**src/design/fw2d_pkg.sv**
```systemverilog
package fw2d_pkg;

   localparam int DEF_ROWS = 64;
   localparam int DEF_COLS = 64;
   localparam int COORD_W  = 7;
   localparam int DATA_W   = 32;

   localparam logic REQ_ADD   = 1'b0;
   localparam logic REQ_QUERY = 1'b1;

   typedef struct packed {
      logic                     req_type;
      logic [COORD_W-1:0]       top_row;
      logic [COORD_W-1:0]       left_col;
      logic [COORD_W-1:0]       bottom_row;
      logic [COORD_W-1:0]       right_col;
      logic signed [DATA_W-1:0] add_value;
   } req_payload_type;

   typedef struct packed {
      logic signed [DATA_W-1:0] rect_sum;
      logic                     bad_request;
   } rsp_payload_type;

endpackage

```
**src/design/fw2d_ctrl.sv**
```systemverilog
module fw2d_ctrl #(
   parameter int ROWS = fw2d_pkg::DEF_ROWS,
   parameter int COLS = fw2d_pkg::DEF_COLS,
   parameter int AW   = 12
) (
   input  logic                        clock,
   input  logic                        reset,
   input  logic                        req_valid,
   output logic                        req_stall,
   input  fw2d_pkg::req_payload_type   req_data,
   output logic                        res_valid,
   input  logic                        res_take,
   output fw2d_pkg::rsp_payload_type   res_data,
   output logic                        ram_we,
   output logic [AW-1:0]               ram_addr,
   output logic [fw2d_pkg::DATA_W-1:0] ram_wdata,
   input  logic [fw2d_pkg::DATA_W-1:0] ram_rdata
);

   localparam int RW   = (ROWS > 1) ? $clog2(ROWS) : 1;
   localparam int CW   = AW - RW;
   localparam int RIW0 = $clog2(ROWS + 1) + 1;
   localparam int CIW0 = $clog2(COLS + 1) + 1;
   localparam int RIW  = (RIW0 > fw2d_pkg::COORD_W) ? RIW0 : fw2d_pkg::COORD_W;
   localparam int CIW  = (CIW0 > fw2d_pkg::COORD_W) ? CIW0 : fw2d_pkg::COORD_W;
   localparam int DW   = fw2d_pkg::DATA_W;

   localparam logic [2:0] ST_CLEAR   = 3'd0;
   localparam logic [2:0] ST_IDLE    = 3'd1;
   localparam logic [2:0] ST_ADD_RD  = 3'd2;
   localparam logic [2:0] ST_ADD_WR  = 3'd3;
   localparam logic [2:0] ST_Q_WALK  = 3'd4;
   localparam logic [2:0] ST_Q_DRAIN = 3'd5;
   localparam logic [2:0] ST_DONE    = 3'd6;

   localparam logic [1:0] PH_BR    = 2'd0;
   localparam logic [1:0] PH_ABOVE = 2'd1;
   localparam logic [1:0] PH_LEFT  = 2'd2;
   localparam logic [1:0] PH_LAST  = 2'd3;

   logic [2:0]    state_ff,  state_in;
   logic [AW-1:0] clr_ff,    clr_in;
   logic [RIW-1:0] i_ff,     i_in;
   logic [CIW-1:0] j_ff,     j_in;
   logic [CIW-1:0] cbase_ff, cbase_in;
   logic [RIW-1:0] r1m1_ff,  r1m1_in;
   logic [RIW-1:0] r2_ff,    r2_in;
   logic [CIW-1:0] c1m1_ff,  c1m1_in;
   logic [CIW-1:0] c2_ff,    c2_in;
   logic [DW-1:0] val_ff,    val_in;
   logic [DW-1:0] acc_ff,    acc_in;
   logic [1:0]    phase_ff,  phase_in;
   logic          rd_pend_ff, rd_pend_in;
   logic          rd_neg_ff,  rd_neg_in;
   logic          bad_ff,     bad_in;

   logic [RIW-1:0] top_w, bot_w, i_low, i_up, i_dn, i_m1;
   logic [CIW-1:0] left_w, right_w, j_low, j_up, j_dn, j_m1;
   logic           add_ok, query_ok;
   logic [1:0]     ph_next;
   logic [RIW-1:0] ph_r;
   logic [CIW-1:0] ph_c;
   logic [DW-1:0]  rd_term;

   // coordinate extension and range checks
   assign top_w   = RIW'(req_data.top_row);
   assign bot_w   = RIW'(req_data.bottom_row);
   assign left_w  = CIW'(req_data.left_col);
   assign right_w = CIW'(req_data.right_col);

   assign add_ok = (top_w != '0) && (top_w <= RIW'(ROWS))
                && (left_w != '0) && (left_w <= CIW'(COLS));
   assign query_ok = add_ok && (bot_w != '0) && (bot_w <= RIW'(ROWS))
                  && (right_w != '0) && (right_w <= CIW'(COLS))
                  && (top_w <= bot_w) && (left_w <= right_w);

   // fenwick index steps
   assign i_low = i_ff & (~i_ff + RIW'(1));
   assign j_low = j_ff & (~j_ff + CIW'(1));
   assign i_up  = i_ff + i_low;
   assign j_up  = j_ff + j_low;
   assign i_dn  = i_ff - i_low;
   assign j_dn  = j_ff - j_low;
   assign i_m1  = i_ff - RIW'(1);
   assign j_m1  = j_ff - CIW'(1);

   // corner of the next prefix phase
   assign ph_next = phase_ff + 2'd1;
   always_comb begin
      unique case (ph_next)
         PH_BR: begin    ph_r = r2_ff;   ph_c = c2_ff;   end
         PH_ABOVE: begin ph_r = r1m1_ff; ph_c = c2_ff;   end
         PH_LEFT: begin  ph_r = r2_ff;   ph_c = c1m1_ff; end
         default: begin  ph_r = r1m1_ff; ph_c = c1m1_ff; end
      endcase
   end

   assign rd_term = rd_neg_ff ? (DW'(0) - ram_rdata) : ram_rdata;

   always_comb begin
      state_in   = state_ff;
      clr_in     = clr_ff;
      i_in       = i_ff;
      j_in       = j_ff;
      cbase_in   = cbase_ff;
      r1m1_in    = r1m1_ff;
      r2_in      = r2_ff;
      c1m1_in    = c1m1_ff;
      c2_in      = c2_ff;
      val_in     = val_ff;
      phase_in   = phase_ff;
      bad_in     = bad_ff;
      rd_pend_in = 1'b0;
      rd_neg_in  = 1'b0;
      acc_in     = rd_pend_ff ? (acc_ff + rd_term) : acc_ff;
      ram_we     = 1'b0;
      ram_wdata  = ram_rdata + val_ff;
      ram_addr   = {i_m1[RW-1:0], j_m1[CW-1:0]};

      unique case (state_ff)
         ST_CLEAR: begin
            ram_we    = 1'b1;
            ram_wdata = '0;
            ram_addr  = clr_ff;
            clr_in    = clr_ff + AW'(1);
            if (&clr_ff) begin
               state_in = ST_IDLE;
            end
         end
         ST_IDLE: begin
            if (req_valid) begin
               acc_in   = '0;
               val_in   = req_data.add_value;
               phase_in = PH_BR;
               r1m1_in  = top_w - RIW'(1);
               r2_in    = bot_w;
               c1m1_in  = left_w - CIW'(1);
               c2_in    = right_w;
               if (req_data.req_type == fw2d_pkg::REQ_ADD) begin
                  i_in     = top_w;
                  j_in     = left_w;
                  cbase_in = left_w;
                  bad_in   = !add_ok;
                  state_in = add_ok ? ST_ADD_RD : ST_DONE;
               end else begin
                  i_in     = bot_w;
                  j_in     = right_w;
                  cbase_in = right_w;
                  bad_in   = !query_ok;
                  state_in = query_ok ? ST_Q_WALK : ST_DONE;
               end
            end
         end
         ST_ADD_RD: begin
            state_in = ST_ADD_WR;
         end
         ST_ADD_WR: begin
            // read data for this cell is back, write the updated sum
            ram_we   = 1'b1;
            state_in = ST_ADD_RD;
            if (j_up > CIW'(COLS)) begin
               i_in = i_up;
               j_in = cbase_ff;
               if (i_up > RIW'(ROWS)) begin
                  state_in = ST_DONE;
               end
            end else begin
               j_in = j_up;
            end
         end
         ST_Q_WALK: begin
            if ((i_ff != '0) && (j_ff != '0)) begin
               rd_pend_in = 1'b1;
               rd_neg_in  = (phase_ff == PH_ABOVE) || (phase_ff == PH_LEFT);
            end
            if ((i_ff != '0) && (j_ff != '0) && (j_dn != '0)) begin
               j_in = j_dn;
            end else if ((i_ff != '0) && (j_ff != '0) && (i_dn != '0)) begin
               i_in = i_dn;
               j_in = cbase_ff;
            end else if (phase_ff == PH_LAST) begin
               state_in = ST_Q_DRAIN;
            end else begin
               phase_in = ph_next;
               i_in     = ph_r;
               j_in     = ph_c;
               cbase_in = ph_c;
            end
         end
         ST_Q_DRAIN: begin
            state_in = ST_DONE;
         end
         ST_DONE: begin
            if (res_take) begin
               state_in = ST_IDLE;
            end
         end
         default: begin
            state_in = ST_IDLE;
         end
      endcase
   end

   always_ff @(posedge clock) begin
      if (reset) begin
         state_ff   <= ST_CLEAR;
         clr_ff     <= '0;
         rd_pend_ff <= 1'b0;
      end else begin
         state_ff   <= state_in;
         clr_ff     <= clr_in;
         rd_pend_ff <= rd_pend_in;
      end
   end

   always_ff @(posedge clock) begin
      i_ff      <= i_in;
      j_ff      <= j_in;
      cbase_ff  <= cbase_in;
      r1m1_ff   <= r1m1_in;
      r2_ff     <= r2_in;
      c1m1_ff   <= c1m1_in;
      c2_ff     <= c2_in;
      val_ff    <= val_in;
      acc_ff    <= acc_in;
      phase_ff  <= phase_in;
      rd_neg_ff <= rd_neg_in;
      bad_ff    <= bad_in;
   end

   assign req_stall            = (state_ff != ST_IDLE);
   assign res_valid            = (state_ff == ST_DONE);
   assign res_data.rect_sum    = acc_ff;
   assign res_data.bad_request = bad_ff;

endmodule
```
**config.mk**
```make
export PLATFORM = sky130hd
export DESIGN_NAME = fw2d_ctrl
export DESIGN_NICKNAME = d
export VERILOG_FILES = /design/src/design/fw2d_pkg.sv /design/src/design/fw2d_ctrl.sv
export SDC_FILE = /design/constraint.sdc
export NUM_CORES = 1
export LEC_CHECK = 0
export ABC_AREA = 1
export BUFFER_PORTS_ARGS = -buffer_cell sky130_fd_sc_hd__buf_2
export CORE_UTILIZATION = 55
export DETAILED_ROUTE_END_ITERATION = 8
export PLACE_DENSITY_LB_ADDON = 0.1
export REMOVE_ABC_BUFFERS = 1
export SETUP_SLACK_MARGIN = 0.05
export SYNTH_ARGS = -nofsm -noshare
export SYNTH_HDL_FRONTEND = slang
export SYNTH_SLANG_ARGS = --single-unit
```
**constraint.sdc**
```tcl
create_clock -name clock -period 4.44 [get_ports clock]
set_input_delay 0.222 -clock clock [delete_from_list [all_inputs] [get_ports clock]]
set_output_delay 0.222 -clock clock [all_outputs]
set_load 0.02 [all_outputs]
```
# Word-level counts from Yosys, hierarchy flattened
# Cells that the tools add are included.
[totals]
input_bits = 97
output_inout_bits = 80
elab_cells = 148
register_bits = 138
[classes]
mux = 45
eq_ne = 22
n_reduce_logical = 38
bitwise = 5
order_cmp = 8
addsub = 15
[op_table]
columns = ["operator", "n"]
rows = [
  ["$mux 32", 5],
  ["$mux 8", 14],
  ["$add 32x32->32", 2],
  ["$reduce_bool 8->1", 8],
  ["$pmux 8 s3", 2],
  ["$sub 1x32->32 const A", 1],
  ["$mux 3", 10],
  ["$le 7x7->1 const B", 4],
  ["$pmux 3 s7", 1],
  ["$add 8x1->8 const B", 2],
  ["$add 8x8->8", 2],
  ["$and 8x8->8", 2],
  ["$gt 8x7->1 const B", 2],
  ["$not 8->8", 2],
  ["$pmux 8 s2", 1],
  ["$sub 7x1->8 const B", 2],
  ["$sub 8x8->8", 2],
  ["$le 7x7->1", 2],
  ["$mux 7", 2],
  ["$ne 2x2->1 const B", 7],
  ["$add 12x1->12 const B", 1],
  ["$logic_and 1x1->1", 12],
  ["$mux 12", 1],
  ["$reduce_and 12->1", 1],
  ["26 further kinds", 45],
]

# Depth between registers and ports, before layout
[logic_depth]
ltp_word = 14
depth_mapped = 26
depth_no_buf = 26

# Least setup slack after synthesis
# No wires, ideal clock.
[synth_timing]
path_kind = "reg2reg"
from = "register i_ff[1]"
to = "register cbase_ff[0] (enable)"
path_buffers = 0
path_slack_ps = 1369
path_stages_with_launch = 14
required_ps = 4050
arrival_ps = 2681
period_less_slack_ps = 3071
setup_ps = 390
cell_sequence = "edfxtp_1 > inv_2 > ha_1 > inv_1 > ha_1 > nor2_1 > nand2_1 > nand2_1 > nand2_4 > nor2_2 > nand2_4 > nand2_1 > nand2_2 > nor3_1"
[synth_between]
elab_chain_cells = 8
elab_cells_between_ends = 12
classes_between = "add/sub (2); eq/ne (2); bitwise (2); reduce/logical (6)"
[synth_rtl]
columns = ["element", "line_no", "source"]
rows = [
  ["start: declaration", "fw2d_ctrl.sv:43", "logic [RIW-1:0] i_ff, i_in;"],
  ["start signal: assignment", "fw2d_ctrl.sv:217", "i_ff <= i_in;"],
  ["$not 8->8", "fw2d_ctrl.sv:78", "assign i_low = i_ff & (~i_ff + RIW'(1));"],
  ["$add 8x1->8", "fw2d_ctrl.sv:78", ""],
  ["$and 8x8->8", "fw2d_ctrl.sv:78", ""],
  ["$sub 8x8->8", "fw2d_ctrl.sv:82", "assign i_dn = i_ff - i_low;"],
  ["$reduce_bool 8->1", "fw2d_ctrl.sv:178", "end else if ((i_ff != '0) && (j_ff != '0) && (i_dn != '0)) begin"],
  ["$logic_and 1x1->1", "fw2d_ctrl.sv:178", ""],
  ["$ne 2x2->1 (no source line)", "n/a", ""],
  ["$reduce_and 5->1 (no source line) (*)", "n/a", ""],
  ["end signal: assignment", "fw2d_ctrl.sv:219", "cbase_ff <= cbase_in;"],
  ["end: declaration", "fw2d_ctrl.sv:45", "logic [CIW-1:0] cbase_ff, cbase_in;"],
]
# Mark *: on every way between the ends. The rest lies on a longest branch, timed or not.
# A chain may end at the register's enable or synchronous reset.

# Worst setup path in the final report
[layout_timing]
from = "register rd_neg_ff"
to = "register acc_ff[28]"
[layout_between]
elab_chain_cells = 5
[layout_rtl]
columns = ["element", "line_no", "source"]
rows = [
  ["start: declaration", "fw2d_ctrl.sv:54", "logic rd_neg_ff, rd_neg_in;"],
  ["start signal: assignment", "fw2d_ctrl.sv:227", "rd_neg_ff <= rd_neg_in;"],
  ["$mux 32 (*)", "fw2d_ctrl.sv:98", "assign rd_term = rd_neg_ff ? (DW'(0) - ram_rdata) : ram_rdata;"],
  ["$add 32x32->32 (*)", "fw2d_ctrl.sv:115", "acc_in = rd_pend_ff ? (acc_ff + rd_term) : acc_ff;"],
  ["$mux 32 (*)", "fw2d_ctrl.sv:115", ""],
  ["$mux 32", "fw2d_ctrl.sv:131", "if (req_valid) begin"],
  ["$mux 32 (*)", "fw2d_ctrl.sv:120", "unique case (state_ff)"],
  ["named net acc_in[28]", "fw2d_ctrl.sv:51", "logic [DW-1:0] acc_ff, acc_in;"],
  ["end signal: assignment", "fw2d_ctrl.sv:225", "acc_ff <= acc_in;"],
  ["end: declaration", "fw2d_ctrl.sv:51", ""],
]
# Mark *: on every way through the listed nets, which the timed path passes. The rest lies on a longest branch.

==> metrics <==
Synth cell types=61; Area growth syn-to-layout=17.0%; arrival time at the worst endpoint=3.92 ns; TritonRoute pass-1 iters=5; P_leak=6.86 nW; status=complete, no violations; mapped cell area=12300 sq um; total die area=22900 sq um; Pwr Density=319 nW/um^2; Multi-input gate area=7510 sq um; Ys Warns=0; R2R Setup Slk=0.85 ns; Initial Util=56.2%; initial antenna violation count=0; period utilisation layout=between 80% and 90%; ANT cells=0; share of layout cells above drive strength 1=~15%; DRC viols=0; DR iter-0 viols=661; slowest CP cell=dfxtp_1; CTS tree=done; fmax=0.278 GHz; TritonCTS Buffers=17; Worst path max stage delay=0.87 ns; detailed-route via count=12575; Core Region=21800 sq um; clk slew on worst S/H paths=0.07 ns; htree depth=4; final net count=2179; Die Wd=151 um; Routed Wire Length=36200 um; gp weighted congestion=around 0.96; via/cell ratio=5.54; Slew HR=26.0%; first-pass GRT wire length=between 50000 and 60000 um; Die H=151 um; cells after synthesis=between 1500 and 2000; largest net degree at the start of global routing=55; Top cell by count, worst path=nand2_1; port bufs=176; Post-CTS Setup Inserts=0; Max Root-Sink Buffers=2; CTS sink cnt=138; clk root buf=clkbuf_16; Fin. Hold Viols=0; Worst-Skew Late Latency=0.43 ns; post-synthesis register bit count=between 100 and 150; Max IR drop VDD=228 uV; Seq/Total Area, Yosys=29.8%; GRT overflow=0; Slew @ Worst Pin=1.11 ns; Storage cell area=~3700 sq um; Setup crit end kind=flop; max-slew violations=0; sum of buffers and inverters on the critical path=2; GRT Util Overall=31.6%; RSZ-0062 raised after global routing=false; fillers=1979; final setup TNS=0 ns; minimum clock period=3.59 ns; vias in the first global route=11877; Final ANT Viol Nets=0; peak fanout along the critical path=24; cts repair resizes=0; post-DP HPWL=28400 um; Critical Path RT=4.77 ns; Worst Hold Class=primary input to flop; Final Skew=between 0.01 and 0.015 ns; Setup Crit Path Kind=flop to flop; crit-path leading delay family=compound AO/OA/AOI/OAI gates; critical path, cell by cell=inv_1 -> a31oi_1 -> xor2_1 -> ha_1 -> a21oi_1 -> o21ai_0 -> a21oi_1 -> nor3_1 -> nor2_1 -> nand2_1 -> nand2_1 -> nand2_1 -> o21ai_0 -> inv_1; Rows=54; CP Launch Type=flop; syn avg cell area=6.94 sq um; Core Util, Final=65.7%; I/O Pins=177; CTS Hold Buffers Added=39; max-cap viol count=0; final setup fails=0; Avg WL per Cell=roughly 16 um
==> logic make-up after synthesis <==
logic type	Yosys count	synth area share [%]
simple gates	838	30.0
compound gates	344	16.1
buf+inv	282	8.98
fa+ha+maj	106	10.9
flops	138	29.8
mux	2	0.163
xor+xnor	56	4.00
==> placed cells by master (no fill, tap or decap), types with 23 or more instances in the layout <==
master / count
nor3_1: 24
nand3_1: 107
nor2_1: 232
inv_1: 239
dlygate4sd3_1: 39
edfxtp_1: 89
ha_1: 104
nand4_1: 23
xor2_1: 43
buf_2: 176
dfxtp_1: 48
nand2_1: 384
o21ai_0: 120
a21oi_1: 131
==> metal layers <==
layer  part of all wire (%)  up-vias  global-route usage [%]
met2                     50      426                    57.4
met5                      0        -                       0
met4                    4.9        0                    16.6
li1                       -     6296                       -
met3                    4.7      118                    3.92
met1                     40     5735                    36.0
==> registers in the layout, indices dropped and copies added (netlist names), 7 cells and up <==
signal / cells
acc_ff: 32
r1m1_ff: 8
r2_ff: 7
cbase_ff: 8
clr_ff: 12
i_ff: 8
val_ff: 32
c1m1_ff: 8
c2_ff: 7
j_ff: 8
==> per-stage QoR <==
step / hold WS, ns / instance area [sq um] / power (W) / instances / worst slack [ns]
2_1_floorplan: 0.291 / 12100 / 0.00265 / 1733 / 0.522
3_3_place_gp: 0.400 / 13400 / 0.00313 / 2198 / 0.891
3_5_place_dp: 0.400 / 13400 / 0.00315 / 2198 / 0.809
4_1_cts: 0.00133 / 14300 / 0.00456 / 2268 / 0.943
5_1_grt: 0.000749 / 14300 / 0.00483 / 2268 / 0.510
6_report: 0.0169 / 14300 / 0.00457 / 2268 / 0.845
==> power by group <==
group          internal, W  total, W  switching (W)
Combinational     0.000574   0.00160        0.00102
Clock             0.000738   0.00139       0.000656
Sequential         0.00146   0.00158       0.000116
Total              0.00278   0.00457        0.00180
==> cell usage after synthesis, drive strengths merged <==
cell type / n / area, sq um
o211ai: 27 / 233
o22ai: 2 / 18.8
a31oi: 11 / 68.8
o221ai: 4 / 35.0
buf: 12 / 83.8
nor2: 247 / 1010
a41oi: 1 / 8.76
nor3: 28 / 160
or2: 10 / 62.6
a211oi: 2 / 15.0
xnor2: 13 / 114
mux2i: 2 / 20.0
nor3b: 1 / 7.51
nand3b: 5 / 37.5
o21ai: 134 / 697
a21o: 13 / 97.6
dfxtp: 49 / 981
o31ai: 3 / 22.5
ha: 104 / 1300
inv: 249 / 937
o2111ai: 1 / 8.76
nor4: 5 / 31.3
nand4: 25 / 169
fa: 2 / 40.0
o21bai: 3 / 22.5
a21boi: 4 / 30.0
a22oi: 1 / 7.51
nand3: 112 / 601
o21a: 5 / 37.5
a31o: 1 / 8.76
or3: 1 / 6.26
xor2: 43 / 377
clkbuf: 21 / 80.1
nand2: 401 / 1580
and2: 2 / 12.5
a221oi: 1 / 8.76
a21oi: 131 / 656
and3: 1 / 6.26
edfxtp: 89 / 2670
==> worst register-to-register path, cell delays in order, from the launching register on <==
cell and delay [ns]:
dfxtp_1 0.87, inv_1 0.39, a31oi_1 0.27, xor2_1 0.27
ha_1 0.30, a21oi_1 0.25, o21ai_0 0.14, a21oi_1 0.38
nor3_1 0.09, nor2_1 0.11, nand2_1 0.09, nand2_1 0.07
nand2_1 0.04, o21ai_0 0.16, inv_1 0.06
==> area by class of cell <==
| class | count | area share (%) |
|---|---|---|
| clock buffer | 17 | 2.96 |
| clock inverter | 14 | 0.907 |
| inverter | 249 | 6.53 |
| multi-input combinational | 1346 | 52.4 |
| sequential | 138 | 25.5 |
| tap | 280 | 2.44 |
| timing repair buffer | 224 | 9.33 |
==> final timing paths <==
kind                     start    endpoint  cells after the start
setup / recovery     rd_neg_ff  acc_ff[28]                     14
hold / removal    req_data[33]    c2_ff[1]                      1
setup reg to reg     rd_neg_ff  acc_ff[28]                     14
hold reg to reg     acc_ff[29]  acc_ff[29]                      2
No activity file was read; power rests on OpenSTA's default activity.
